`src/hdl/sfc_pkg.sv`:
```
`default_nettype none
package sfc_pkg;

   localparam int MAX_CANVAS_DIM = 4096;
   localparam int MAX_SPRITE_DIM = 1024;
   localparam int TIME_FRAC_BITS = 16;

   localparam int FRAME_W = 20;
   localparam int RATE_W  = 10;
   localparam int DIM_W   = 13;
   localparam int SDIM_W  = 11;
   localparam int ADDR_W  = 24;
   localparam int COLOR_W = 32;
   localparam int COORD_W = 16;

   // time in fixed point, magnitude of the displacement numerator, full product
   localparam int TQ_W   = FRAME_W + TIME_FRAC_BITS;
   localparam int MAG_W  = COORD_W + TQ_W;
   localparam int PROD_W = MAG_W + TQ_W;
   localparam int SHIFT  = 2 * TIME_FRAC_BITS + 1;
   localparam int DISP_W = 41;
   localparam int POS_W  = 32;

   typedef enum logic [1:0] {
      MODE_FILL   = 2'd0,
      MODE_HEADER = 2'd1,
      MODE_PIXEL  = 2'd2,
      MODE_UNUSED = 2'd3
   } sfc_mode_type;

   typedef enum logic [1:0] {
      REG_CANVAS_WIDTH  = 2'd0,
      REG_CANVAS_HEIGHT = 2'd1,
      REG_BACKGROUND    = 2'd2,
      REG_FRAME_RATE    = 2'd3
   } sfc_reg_type;

   localparam logic [COLOR_W-1:0] RGB_MASK    = 32'h00FF_FFFF;
   localparam logic [COLOR_W-1:0] ALPHA_OPAQUE = 32'hFF00_0000;

endpackage
`default_nettype wire

```
`src/hdl/sfc_div.sv`:
```
`default_nettype none
module sfc_div
   import sfc_pkg::*;
(
   input  wire logic              clock,
   input  wire logic              reset,
   input  wire logic              start,
   input  wire logic [TQ_W-1:0]   dividend,
   input  wire logic [RATE_W-1:0] divisor,
   output logic                   done,
   output logic [TQ_W-1:0]        quotient
);

   localparam int CNT_W = $clog2(TQ_W + 1);

   logic              busy_ff, busy_in;
   logic              done_ff, done_in;
   logic [CNT_W-1:0]  cnt_ff, cnt_in;
   logic [RATE_W-1:0] rem_ff, rem_in;
   logic [RATE_W-1:0] div_ff, div_in;
   logic [TQ_W-1:0]   quo_ff, quo_in;
   logic [RATE_W:0]   trial;
   logic              fits;

   always_comb begin
      trial   = {rem_ff, quo_ff[TQ_W-1]};
      fits    = trial >= {1'b0, div_ff};
      busy_in = busy_ff;
      done_in = 1'b0;
      cnt_in  = cnt_ff;
      rem_in  = rem_ff;
      div_in  = div_ff;
      quo_in  = quo_ff;
      if (start) begin
         busy_in = 1'b1;
         cnt_in  = CNT_W'(TQ_W);
         rem_in  = '0;
         div_in  = divisor;
         quo_in  = dividend;
      end else if (busy_ff) begin
         rem_in = fits ? RATE_W'(trial - {1'b0, div_ff}) : trial[RATE_W-1:0];
         quo_in = {quo_ff[TQ_W-2:0], fits};
         cnt_in = cnt_ff - 1'b1;
         if (cnt_ff == CNT_W'(1)) begin
            busy_in = 1'b0;
            done_in = 1'b1;
         end
      end
   end

   always_ff @(posedge clock) begin
      if (reset) begin
         busy_ff <= 1'b0;
         done_ff <= 1'b0;
         cnt_ff  <= '0;
      end else begin
         busy_ff <= busy_in;
         done_ff <= done_in;
         cnt_ff  <= cnt_in;
      end
      rem_ff <= rem_in;
      div_ff <= div_in;
      quo_ff <= quo_in;
   end

   assign done     = done_ff;
   assign quotient = quo_ff;

endmodule
`default_nettype wire

```
`src/hdl/sfc_mul.sv`:
```
`default_nettype none
module sfc_mul
   import sfc_pkg::*;
(
   input  wire logic              clock,
   input  wire logic              reset,
   input  wire logic              start,
   input  wire logic [MAG_W-1:0]  op_a,
   input  wire logic [TQ_W-1:0]   op_b,
   output logic                   done,
   output logic [PROD_W-1:0]      product
);

   localparam int CNT_W = $clog2(TQ_W + 1);

   logic              busy_ff, busy_in;
   logic              done_ff, done_in;
   logic [CNT_W-1:0]  cnt_ff, cnt_in;
   logic [MAG_W-1:0]  a_ff, a_in;
   logic [PROD_W-1:0] prod_ff, prod_in;
   logic [MAG_W:0]    sum;

   // shift-add, one multiplier bit per cycle
   always_comb begin
      sum     = {1'b0, prod_ff[PROD_W-1:TQ_W]} + (prod_ff[0] ? {1'b0, a_ff} : '0);
      busy_in = busy_ff;
      done_in = 1'b0;
      cnt_in  = cnt_ff;
      a_in    = a_ff;
      prod_in = prod_ff;
      if (start) begin
         busy_in = 1'b1;
         cnt_in  = CNT_W'(TQ_W);
         a_in    = op_a;
         prod_in = {{MAG_W{1'b0}}, op_b};
      end else if (busy_ff) begin
         prod_in = {sum, prod_ff[TQ_W-1:1]};
         cnt_in  = cnt_ff - 1'b1;
         if (cnt_ff == CNT_W'(1)) begin
            busy_in = 1'b0;
            done_in = 1'b1;
         end
      end
   end

   always_ff @(posedge clock) begin
      if (reset) begin
         busy_ff <= 1'b0;
         done_ff <= 1'b0;
         cnt_ff  <= '0;
      end else begin
         busy_ff <= busy_in;
         done_ff <= done_in;
         cnt_ff  <= cnt_in;
      end
      a_ff    <= a_in;
      prod_ff <= prod_in;
   end

   assign done    = done_ff;
   assign product = prod_ff;

endmodule
`default_nettype wire

```
`src/hdl/sprite_frame_compositor_core.sv`:
```
// sprite frame compositor: fill, placement header and sprite pixel transactions
// arrive on the req_ channel (valid/ready), frame-buffer writes leave on rsp_
// a fill or pixel transaction is taken in the idle state; its write, if any,
// appears in the rsp_ output register on the next cycle and the next
// transaction is taken at once while that write waits, unless it needs the
// register while it is full and rsp_ready is low; a placement header keeps
// req_ready low while it runs the serial time divide (skipped at a zero frame
// rate), then per axis two shift-add multiplies and the saturating add, since
// the divider and the multiplier are each one serial unit
// a header or a dropped pixel never gives a write
// reset (synchronous) restores the canvas registers to 640x480, black
// background, 30 frames/s, and clears fill index, placement and pixel counters
// when rsp_ready is low the pending write holds and req_ready drops for any
// transaction that would produce another write
// csr_ writes take effect at once and are meant for idle periods
`default_nettype none
module sprite_frame_compositor_core
   import sfc_pkg::*;
(
   input  wire logic                      clock,
   input  wire logic                      reset,
   input  wire logic                      csr_wr_en,
   input  wire logic [1:0]                csr_index,
   input  wire logic [COLOR_W-1:0]        csr_wdata,
   input  wire logic                      req_valid,
   output logic                           req_ready,
   input  wire logic [1:0]                req_mode,
   input  wire logic [FRAME_W-1:0]        req_frame,
   input  wire logic signed [COORD_W-1:0] req_start_x,
   input  wire logic signed [COORD_W-1:0] req_start_y,
   input  wire logic signed [COORD_W-1:0] req_vel_x,
   input  wire logic signed [COORD_W-1:0] req_vel_y,
   input  wire logic signed [COORD_W-1:0] req_acc_x,
   input  wire logic signed [COORD_W-1:0] req_acc_y,
   input  wire logic [SDIM_W-1:0]         req_sprite_width,
   input  wire logic [SDIM_W-1:0]         req_sprite_height,
   input  wire logic [COLOR_W-1:0]        req_pixel,
   output logic                           rsp_valid,
   input  wire logic                      rsp_ready,
   output logic [ADDR_W-1:0]              rsp_write_address,
   output logic [COLOR_W-1:0]             rsp_write_color,
   output logic                           rsp_fill_last
);

   localparam int M_W   = MAG_W + 1;
   localparam int SUM_W = DISP_W + 1;
   localparam int TOT_W = 2 * DIM_W;
   localparam int PY_W  = POS_W + 1;

   typedef enum logic [2:0] {
      S_IDLE, S_DIV, S_DIV_WAIT, S_MUL_ACC, S_ACC_WAIT, S_MUL_MAG, S_MAG_WAIT, S_PLACE
   } state_type;

   state_type state_ff, state_in;

   logic [DIM_W-1:0]   cw_reg_ff, cw_reg_in, ch_reg_ff, ch_reg_in;
   logic [COLOR_W-1:0] bg_ff, bg_in;
   logic [RATE_W-1:0]  rate_ff, rate_in;

   logic [ADDR_W-1:0]       fill_index_ff, fill_index_in;
   logic signed [POS_W-1:0] pos_x_ff, pos_x_in, pos_y_ff, pos_y_in;
   logic [SDIM_W-1:0]       spr_w_ff, spr_w_in, spr_h_ff, spr_h_in;
   logic [SDIM_W-1:0]       pix_col_ff, pix_col_in, pix_row_ff, pix_row_in;

   logic [FRAME_W-1:0]        frame_ff, frame_in;
   logic signed [COORD_W-1:0] sx_ff, sx_in, sy_ff, sy_in;
   logic signed [COORD_W-1:0] vx_ff, vx_in, vy_ff, vy_in;
   logic signed [COORD_W-1:0] ax_ff, ax_in, ay_ff, ay_in;
   logic [SDIM_W-1:0]         hw_ff, hw_in, hh_ff, hh_in;
   logic                      axis_ff, axis_in;
   logic [TQ_W-1:0]           tq_ff, tq_in;
   logic signed [M_W-1:0]     m_ff, m_in;
   logic [DISP_W-1:0]         q_ff, q_in;

   logic                rsp_valid_ff, rsp_valid_in;
   logic [ADDR_W-1:0]   rsp_addr_ff, rsp_addr_in;
   logic [COLOR_W-1:0]  rsp_color_ff, rsp_color_in;
   logic                rsp_last_ff, rsp_last_in;

   logic               div_start, div_done;
   logic [TQ_W-1:0]    div_quo;
   logic               mul_start, mul_done;
   logic [MAG_W-1:0]   mul_a;
   logic [PROD_W-1:0]  mul_prod;

   logic [DIM_W-1:0]   cw, ch;
   logic [TOT_W-1:0]   total;
   logic [ADDR_W-1:0]  fidx;
   logic               flast;
   logic               pix_ok, pix_in_canvas, pix_write;
   logic signed [PY_W-1:0] dr, dc;
   logic [TOT_W-1:0]   pix_addr;
   logic               produces, rsp_free, accept;

   logic signed [COORD_W-1:0] cur_acc, cur_vel, cur_org;
   logic [COORD_W-1:0]        acc_mag;
   logic signed [M_W-1:0]     vel_term, acc_term, mag_s;
   logic [PROD_W-SHIFT-1:0]   q_raw;
   logic signed [SUM_W-1:0]   place_sum;
   logic signed [POS_W-1:0]   place_sat;
   logic [SDIM_W-1:0]         sw_clamp, sh_clamp;

   sfc_div u_div (
      .clock    (clock),
      .reset    (reset),
      .start    (div_start),
      .dividend ({frame_ff, {TIME_FRAC_BITS{1'b0}}}),
      .divisor  (rate_ff),
      .done     (div_done),
      .quotient (div_quo)
   );

   sfc_mul u_mul (
      .clock   (clock),
      .reset   (reset),
      .start   (mul_start),
      .op_a    (mul_a),
      .op_b    (tq_ff),
      .done    (mul_done),
      .product (mul_prod)
   );

   always_comb begin
      cw    = (cw_reg_ff > DIM_W'(MAX_CANVAS_DIM)) ? DIM_W'(MAX_CANVAS_DIM) : cw_reg_ff;
      ch    = (ch_reg_ff > DIM_W'(MAX_CANVAS_DIM)) ? DIM_W'(MAX_CANVAS_DIM) : ch_reg_ff;
      total = cw * ch;
      fidx  = ({2'b00, fill_index_ff} >= total) ? '0 : fill_index_ff;
      flast = {2'b00, fidx} == (total - 1'b1);

      pix_ok = (spr_w_ff != '0) && (pix_row_ff < spr_h_ff) && (pix_col_ff < spr_w_ff);
      dr = PY_W'(pos_y_ff) + $signed({{(PY_W-SDIM_W){1'b0}}, pix_row_ff});
      dc = PY_W'(pos_x_ff) + $signed({{(PY_W-SDIM_W){1'b0}}, pix_col_ff});
      pix_in_canvas = !dr[PY_W-1] && !dc[PY_W-1]
                      && (dr < $signed({{(PY_W-DIM_W){1'b0}}, ch}))
                      && (dc < $signed({{(PY_W-DIM_W){1'b0}}, cw}));
      pix_write = pix_ok && (req_pixel[COLOR_W-1:24] != '0) && pix_in_canvas;
      pix_addr  = dr[DIM_W-2:0] * cw + TOT_W'(dc[DIM_W-1:0]);

      case (sfc_mode_type'(req_mode))
         MODE_FILL:  produces = total != '0;
         MODE_PIXEL: produces = pix_write;
         default:    produces = 1'b0;
      endcase
      rsp_free  = !rsp_valid_ff || rsp_ready;
      req_ready = (state_ff == S_IDLE) && (rsp_free || !produces);
      accept    = req_valid && req_ready;
   end

   always_comb begin
      cur_acc  = axis_ff ? ay_ff : ax_ff;
      cur_vel  = axis_ff ? vy_ff : vx_ff;
      cur_org  = axis_ff ? sy_ff : sx_ff;
      acc_mag  = cur_acc[COORD_W-1] ? COORD_W'(-cur_acc) : cur_acc;
      vel_term = M_W'(cur_vel) <<< (TIME_FRAC_BITS + 1);
      acc_term = cur_acc[COORD_W-1] ? -$signed({1'b0, mul_prod[MAG_W-1:0]})
                                    : $signed({1'b0, mul_prod[MAG_W-1:0]});
      mag_s    = m_ff[M_W-1] ? -m_ff : m_ff;
      q_raw    = mul_prod[PROD_W-1:SHIFT];
      place_sum = m_ff[M_W-1] ? (SUM_W'(cur_org) - $signed({1'b0, q_ff}))
                              : (SUM_W'(cur_org) + $signed({1'b0, q_ff}));
      if (place_sum > SUM_W'(32'sh7FFF_FFFF)) begin
         place_sat = 32'sh7FFF_FFFF;
      end else if (place_sum < -SUM_W'(33'sh0_8000_0000)) begin
         place_sat = 32'sh8000_0000;
      end else begin
         place_sat = place_sum[POS_W-1:0];
      end
      sw_clamp = (hw_ff > SDIM_W'(MAX_SPRITE_DIM)) ? SDIM_W'(MAX_SPRITE_DIM) : hw_ff;
      sh_clamp = (hh_ff > SDIM_W'(MAX_SPRITE_DIM)) ? SDIM_W'(MAX_SPRITE_DIM) : hh_ff;
   end

   always_comb begin
      state_in      = state_ff;
      cw_reg_in     = cw_reg_ff;
      ch_reg_in     = ch_reg_ff;
      bg_in         = bg_ff;
      rate_in       = rate_ff;
      fill_index_in = fill_index_ff;
      pos_x_in      = pos_x_ff;
      pos_y_in      = pos_y_ff;
      spr_w_in      = spr_w_ff;
      spr_h_in      = spr_h_ff;
      pix_col_in    = pix_col_ff;
      pix_row_in    = pix_row_ff;
      frame_in      = frame_ff;
      sx_in = sx_ff;  sy_in = sy_ff;
      vx_in = vx_ff;  vy_in = vy_ff;
      ax_in = ax_ff;  ay_in = ay_ff;
      hw_in = hw_ff;  hh_in = hh_ff;
      axis_in       = axis_ff;
      tq_in         = tq_ff;
      m_in          = m_ff;
      q_in          = q_ff;
      rsp_valid_in  = rsp_valid_ff && !rsp_ready;
      rsp_addr_in   = rsp_addr_ff;
      rsp_color_in  = rsp_color_ff;
      rsp_last_in   = rsp_last_ff;
      div_start     = 1'b0;
      mul_start     = 1'b0;
      mul_a         = MAG_W'(acc_mag);

      if (csr_wr_en) begin
         unique case (sfc_reg_type'(csr_index))
            REG_CANVAS_WIDTH:  cw_reg_in = csr_wdata[DIM_W-1:0];
            REG_CANVAS_HEIGHT: ch_reg_in = csr_wdata[DIM_W-1:0];
            REG_BACKGROUND:    bg_in     = csr_wdata;
            REG_FRAME_RATE:    rate_in   = csr_wdata[RATE_W-1:0];
            default: ;
         endcase
      end

      unique case (state_ff)
         S_IDLE: begin
            if (accept) begin
               case (sfc_mode_type'(req_mode))
                  MODE_FILL: begin
                     if (total != '0) begin
                        rsp_valid_in  = 1'b1;
                        rsp_addr_in   = fidx;
                        rsp_color_in  = bg_ff;
                        rsp_last_in   = flast;
                        fill_index_in = flast ? '0 : fidx + 1'b1;
                     end
                  end
                  MODE_HEADER: begin
                     frame_in = req_frame;
                     sx_in = req_start_x;  sy_in = req_start_y;
                     vx_in = req_vel_x;    vy_in = req_vel_y;
                     ax_in = req_acc_x;    ay_in = req_acc_y;
                     hw_in = req_sprite_width;
                     hh_in = req_sprite_height;
                     axis_in  = 1'b0;
                     state_in = S_DIV;
                  end
                  MODE_PIXEL: begin
                     if (pix_ok) begin
                        if (pix_write) begin
                           rsp_valid_in = 1'b1;
                           rsp_addr_in  = pix_addr[ADDR_W-1:0];
                           rsp_color_in = (req_pixel & RGB_MASK) | ALPHA_OPAQUE;
                           rsp_last_in  = 1'b0;
                        end
                        if (pix_col_ff + 1'b1 >= spr_w_ff) begin
                           pix_col_in = '0;
                           pix_row_in = pix_row_ff + 1'b1;
                        end else begin
                           pix_col_in = pix_col_ff + 1'b1;
                        end
                     end
                  end
                  default: ;
               endcase
            end
         end
         S_DIV: begin
            // this state starts the divider, or skips it for a zero rate
            if (rate_ff == '0) begin
               tq_in    = '0;
               state_in = S_MUL_ACC;
            end else begin
               div_start = 1'b1;
               state_in  = S_DIV_WAIT;
            end
         end
         S_DIV_WAIT: begin
            if (div_done) begin
               tq_in    = div_quo;
               state_in = S_MUL_ACC;
            end
         end
         S_MUL_ACC: begin
            mul_start = 1'b1;
            state_in  = S_ACC_WAIT;
         end
         S_ACC_WAIT: begin
            if (mul_done) begin
               m_in     = vel_term + acc_term;
               state_in = S_MUL_MAG;
            end
         end
         S_MUL_MAG: begin
            mul_a     = mag_s[MAG_W-1:0];
            mul_start = 1'b1;
            state_in  = S_MAG_WAIT;
         end
         S_MAG_WAIT: begin
            if (mul_done) begin
               q_in = (q_raw > (PROD_W-SHIFT)'(DISP_W'(1) << (DISP_W - 1)))
                      ? (DISP_W'(1) << (DISP_W - 1)) : q_raw[DISP_W-1:0];
               state_in = S_PLACE;
            end
         end
         S_PLACE: begin
            if (axis_ff) begin
               pos_y_in   = place_sat;
               spr_w_in   = sw_clamp;
               spr_h_in   = sh_clamp;
               pix_col_in = '0;
               pix_row_in = '0;
               state_in   = S_IDLE;
            end else begin
               pos_x_in = place_sat;
               axis_in  = 1'b1;
               state_in = S_MUL_ACC;
            end
         end
         default: state_in = S_IDLE;
      endcase
   end

   always_ff @(posedge clock) begin
      if (reset) begin
         state_ff      <= S_IDLE;
         cw_reg_ff     <= DIM_W'(640);
         ch_reg_ff     <= DIM_W'(480);
         bg_ff         <= '0;
         rate_ff       <= RATE_W'(30);
         fill_index_ff <= '0;
         pos_x_ff      <= '0;
         pos_y_ff      <= '0;
         spr_w_ff      <= '0;
         spr_h_ff      <= '0;
         pix_col_ff    <= '0;
         pix_row_ff    <= '0;
         axis_ff       <= 1'b0;
         rsp_valid_ff  <= 1'b0;
      end else begin
         state_ff      <= state_in;
         cw_reg_ff     <= cw_reg_in;
         ch_reg_ff     <= ch_reg_in;
         bg_ff         <= bg_in;
         rate_ff       <= rate_in;
         fill_index_ff <= fill_index_in;
         pos_x_ff      <= pos_x_in;
         pos_y_ff      <= pos_y_in;
         spr_w_ff      <= spr_w_in;
         spr_h_ff      <= spr_h_in;
         pix_col_ff    <= pix_col_in;
         pix_row_ff    <= pix_row_in;
         axis_ff       <= axis_in;
         rsp_valid_ff  <= rsp_valid_in;
      end
      frame_ff <= frame_in;
      sx_ff <= sx_in;  sy_ff <= sy_in;
      vx_ff <= vx_in;  vy_ff <= vy_in;
      ax_ff <= ax_in;  ay_ff <= ay_in;
      hw_ff <= hw_in;  hh_ff <= hh_in;
      tq_ff <= tq_in;
      m_ff  <= m_in;
      q_ff  <= q_in;
      rsp_addr_ff  <= rsp_addr_in;
      rsp_color_ff <= rsp_color_in;
      rsp_last_ff  <= rsp_last_in;
   end

   assign rsp_valid         = rsp_valid_ff;
   assign rsp_write_address = rsp_addr_ff;
   assign rsp_write_color   = rsp_color_ff;
   assign rsp_fill_last     = rsp_last_ff;

endmodule
`default_nettype wire
```
`config.mk`:
```
export PLATFORM = sky130hd
export DESIGN_NAME = sprite_frame_compositor_core
export DESIGN_NICKNAME = d
export VERILOG_FILES = /design/src/hdl/sfc_pkg.sv /design/src/hdl/sfc_div.sv /design/src/hdl/sfc_mul.sv /design/src/hdl/sprite_frame_compositor_core.sv
export SDC_FILE = /design/constraint.sdc
export NUM_CORES = 2
export LEC_CHECK = 0
export BUFFER_PORTS_ARGS = -buffer_cell sky130_fd_sc_hd__buf_2
export CAP_MARGIN = 20
export CELL_PAD_IN_SITES_DETAIL_PLACEMENT = 1
export CELL_PAD_IN_SITES_GLOBAL_PLACEMENT = 1
export CORE_ASPECT_RATIO = 1.25
export CORE_MARGIN = 3
export CORE_UTILIZATION = 49
export CTS_CLUSTER_SIZE = 14
export DETAILED_ROUTE_END_ITERATION = 10
export PLACE_DENSITY_LB_ADDON = 0.1
export SETUP_SLACK_MARGIN = 0.15
export SLEW_MARGIN = 20
export SYNTH_ARGS = -nofsm -noshare
export SYNTH_HDL_FRONTEND = slang
export SYNTH_SLANG_ARGS = --single-unit
```
`constraint.sdc`:
```
create_clock -name clock -period 23.4 [get_ports clock]
set_input_delay 2.34 -clock clock [delete_from_list [all_inputs] [get_ports clock]]
set_output_delay 2.34 -clock clock [all_outputs]
set_load 0.005 [all_outputs]
```
==> results.py <==
metrics = {
    "synthesis": {
        "synthCells": 5897,
        "synth_cell_type_count": 93,
        "synth_nets": 6744,
        "ys_async_sr_fraction_pct": 0,
        "synth_edf_count": 443,
        "netlist_area_um2": 54100,
        "synthFlopType": "edfxtp_1",
        "ys_seq_elements": 742,
        "synthTopCellsByCount": "nand2_1 (793), nor2_1 (515), inv_1 (454), edfxtp_1 (443), ha_1 (388)",
        "ys_seq_area_share_pct": 35.7,
        "synth_warnings": 0,
        "synthDominantCellAreaShare_pct": 24.6,
        "synthTopCellsByArea": "edfxtp_1 (25%), dfxtp_1 (11%), fa_1 (9.2%)",
        "yosys.area.top_type": "edfxtp_1",
        "post-synth-top-count-cell": "nand2_1",
        "synth.avg_cell_area_um2": 9.17,
    },
    "pwr": {
        "pwr-share-comb_pct": 28.9,
        "p_per_area_nw_per_um2": 69.9,
        "switching_share_pct": 34.6,
        "ir_drop_mv": 0.0748,
        "leakage_nw": 24.9,
        "p_int_w": 0.00272,
        "sequentialPowerShare_pct": 40.3,
        "clock_power_share_pct": 30.8,
        "switchingPower_w": 0.00144,
    },
    "setup_path": {
        "startpoint_type": "flop",
        "crit_path_end_kind": "primary output",
        "required_ps": 21060,
        "critPathMaxFanout": 32,
        "critPathKind": "flop to primary output",
        "r2r_slack_ps": 12350,
        "max_stage_delay_ps": 600,
        "critPathArrivalTime_ps": 9230,
        "cp_slowest_cell": "or4_1",
        "crit_top_cell": "inv_1",
    },
    "cts": {
        "cts_inserted_buffers": 80,
        "clock_path_buffers": 3,
        "path_clk_slew_ps": 60,
        "cts-root-buf": "clkbuf_16",
        "cts_tree": "yes",
        "post_cts_resized": 0,
        "clk_latency_ps": 710,
        "clock-sinks": 742,
        "htree_levels": 3,
        "cts_hold_buf": 0,
        "post_cts_buffers": 0,
    },
    "timing": {
        "tns_ps": 0,
        "tightest_slew_ps": 1090,
        "finalCriticalPeriod_ps": 11570,
        "slew_violations": 0,
        "fin_worst_skew_ps": 46.5,
        "finalHoldViolations": 0,
        "rsz0062_at_grt": "false",
        "fmax_mhz": 86.4,
        "finalSetupViolations": 0,
        "period_share_pct": 49.4,
        "slew_headroom_pct": 27.0,
    },
    "route": {
        "routed.top_layer": "met5",
        "drt_iter0_markers": 2721,
        "vias": 44600,
        "ant_nets": 0,
        "dr.pass1.iters": 6,
        "wl_per_cell_um": 23.2,
        "wl_met1_um": 67500,
        "drt-vias-per-instance": 5.88,
        "drc": 0,
        "wl_um": 176000,
        "wl_met3_um": 7770,
        "wl_met2_um": 89600,
    },
    "final_layout": {
        "layout-drive-gt1-share_pct": 9.38,
        "multi_input_area_um2": 32200,
        "final-seq-area_um2": 19300,
        "nFillCells": 12500,
        "fin_nets": 6911,
        "syn2layout_area_growth_pct": 10.2,
        "final_cells": 7585,
        "final_util_pct": 54.7,
    },
    "die": {
        "rows": 135,
        "die-width_um": 303,
        "initial_core_util_pct": 49.6,
        "dieArea_um2": 114000,
        "boundaryPins": 270,
        "die_height_um": 377,
        "core_um2": 109000,
    },
    "global_route": {
        "grt_first_pass_wirelength_um": 271000,
        "antenna_found_initial": 22,
        "overflow": 0,
        "grt_pass1_vias": 47300,
        "grt_max_degree": 90,
        "grt.total_usage_pct": 30.7,
    },
    "flow_run": {
        "cap_violations": 0,
    },
    "placement": {
        "gp_congestion": 0.954,
        "portBuffers": 269,
        "place_inst": 7419,
        "dp_hpwl_um": 137000,
    },
    "run_status": {
        "status": "finished, final reports clean",
    },
    "hold_path": {
        "min_path_type": "flop to flop",
    },
}
-- registers in the layout, indices dropped and copies added (netlist names), 16 cells and up --
register / count
ay_ff: 16
tq_ff: 36
ax_ff: 16
vy_ff: 16
sy_ff: 16
frame_ff: 20
u_mul.a_ff: 52
fill_index_ff: 24
rsp_write_address: 24
sx_ff: 16
bg_ff: 32
pos_y_ff: 32
q_ff: 41
vx_ff: 16
u_mul.product: 88
rsp_write_color: 32
m_ff: 53
pos_x_ff: 32
u_div.quotient: 36
-- cell type report --
type	count	share of cell area, %
diodes	17	0.0714
clock buffers	104	3.58
clock inverters	44	0.842
repair buffers	331	3.07
multi-input cells	4445	54.1
flip-flops and latches	742	32.4
well taps	1438	3.02
inverters	464	2.93
-- kinds of logic (layout without fill, tap and decap cells) --
| group | after synthesis | after routing | share of synthesized area [%] |
|---|---|---|---|
| other | 0 | 17 | 0 |
| adder cells (fa/ha/maj) | 638 | 638 | 18.2 |
| multiplexers | 122 | 122 | 2.35 |
| XOR/XNOR | 383 | 383 | 6.26 |
| AND/OR/NAND/NOR | 2185 | 2185 | 19.3 |
| buffers and inverters | 710 | 943 | 4.93 |
| AO/OA/AOI/OAI | 1117 | 1117 | 13.3 |
| flip-flops | 742 | 742 | 35.7 |
-- through the flow --
| stage | setup slack [ps] | total power [W] | hold WS, ps | instance area (um2) |
|---|---|---|---|---|
| 2_1_floorplan | 6020 | 0.00253 | 421 | 54100 |
| 3_3_place_gp | 12720 | 0.00286 | 437 | 56900 |
| 3_5_place_dp | 12410 | 0.00290 | 445 | 56900 |
| 4_1_cts | 11840 | 0.00419 | 453 | 59500 |
| 5_1_grt | 11210 | 0.00440 | 469 | 59600 |
| 6_report | 11830 | 0.00416 | 449 | 59600 |
-- final timing paths --
check                           to          start  cells past startpoint
setup / recovery         req_ready  cw_reg_ff[12]                     28
hold / removal         spr_h_ff[3]    spr_h_ff[3]                      2
setup reg to reg  fill_index_ff[2]  cw_reg_ff[12]                     34
hold reg to reg        spr_h_ff[3]    spr_h_ff[3]                      2
-- cell usage in the layout (no fill, tap or decap), types with 18 or more instances in the layout --
| master | netlist | routed |
|---|---|---|
| nand2b_1 | 55 | 54 |
| o21bai_1 | 21 | 21 |
| nor3_1 | 103 | 101 |
| mux2_2 | 38 | 38 |
| or3_1 | 63 | 63 |
| xor2_1 | 151 | 148 |
| nor2b_1 | 65 | 62 |
| clkbuf_16 | 0 | 80 |
| or2_2 | 25 | 25 |
| and2_1 | 165 | 164 |
| buf_2 | 1 | 268 |
| clkbuf_1 | 227 | 20 |
| o31ai_1 | 36 | 36 |
| a21o_1 | 87 | 87 |
| or4_1 | 28 | 28 |
| o21a_1 | 49 | 49 |
| dfxtp_1 | 299 | 296 |
| a211o_1 | 20 | 20 |
| nand3_1 | 101 | 101 |
| o211ai_1 | 31 | 31 |
| fa_1 | 248 | 248 |
| o21ai_0 | 212 | 212 |
| nand4_1 | 53 | 53 |
| mux2i_1 | 84 | 83 |
| nand3b_1 | 42 | 42 |
| buf_4 | 0 | 60 |
| xnor2_1 | 230 | 227 |
| ha_1 | 388 | 388 |
| inv_1 | 454 | 452 |
| a31oi_1 | 31 | 31 |
| and3_1 | 52 | 52 |
| edfxtp_1 | 443 | 443 |
| clkinv_1 | 9 | 18 |
| nor2_1 | 515 | 512 |
| nand2_1 | 793 | 792 |
| nor4_1 | 58 | 57 |
| a211oi_1 | 104 | 103 |
| a21oi_1 | 344 | 343 |
-- worst max-delay path: cells and delay by family (launching register included) --
kind            cells  cell delay [ps]
flops               1              310
compound gates      7             2400
simple gates        6             1340
buf+inv             9             1450
fa+ha+maj           6             3010
-- power groups by stage --
stage / combinational (W) / clock [W] / sequential [W]
6_report: 0.00120 / 0.00128 / 0.00168
5_1_grt: 0.00135 / 0.00136 / 0.00169
4_1_cts: 0.00121 / 0.00131 / 0.00168
3_5_place_dp: 0.00120 / 0 / 0.00170
3_3_place_gp: 0.00116 / 0 / 0.00170
2_1_floorplan: 0.000879 / 0 / 0.00165
-- per-layer routing --
| metal | vias to the layer above | global-route usage, % |
|---|---|---|
| li1 | 20900 | - |
| met1 | 22200 | 34.8 |
| met2 | 1063 | 55.2 |
| met3 | 418 | 3.98 |
| met4 | 14 | 17.3 |
| met5 | - | 0 |
(Power assumes the default switching activity.)
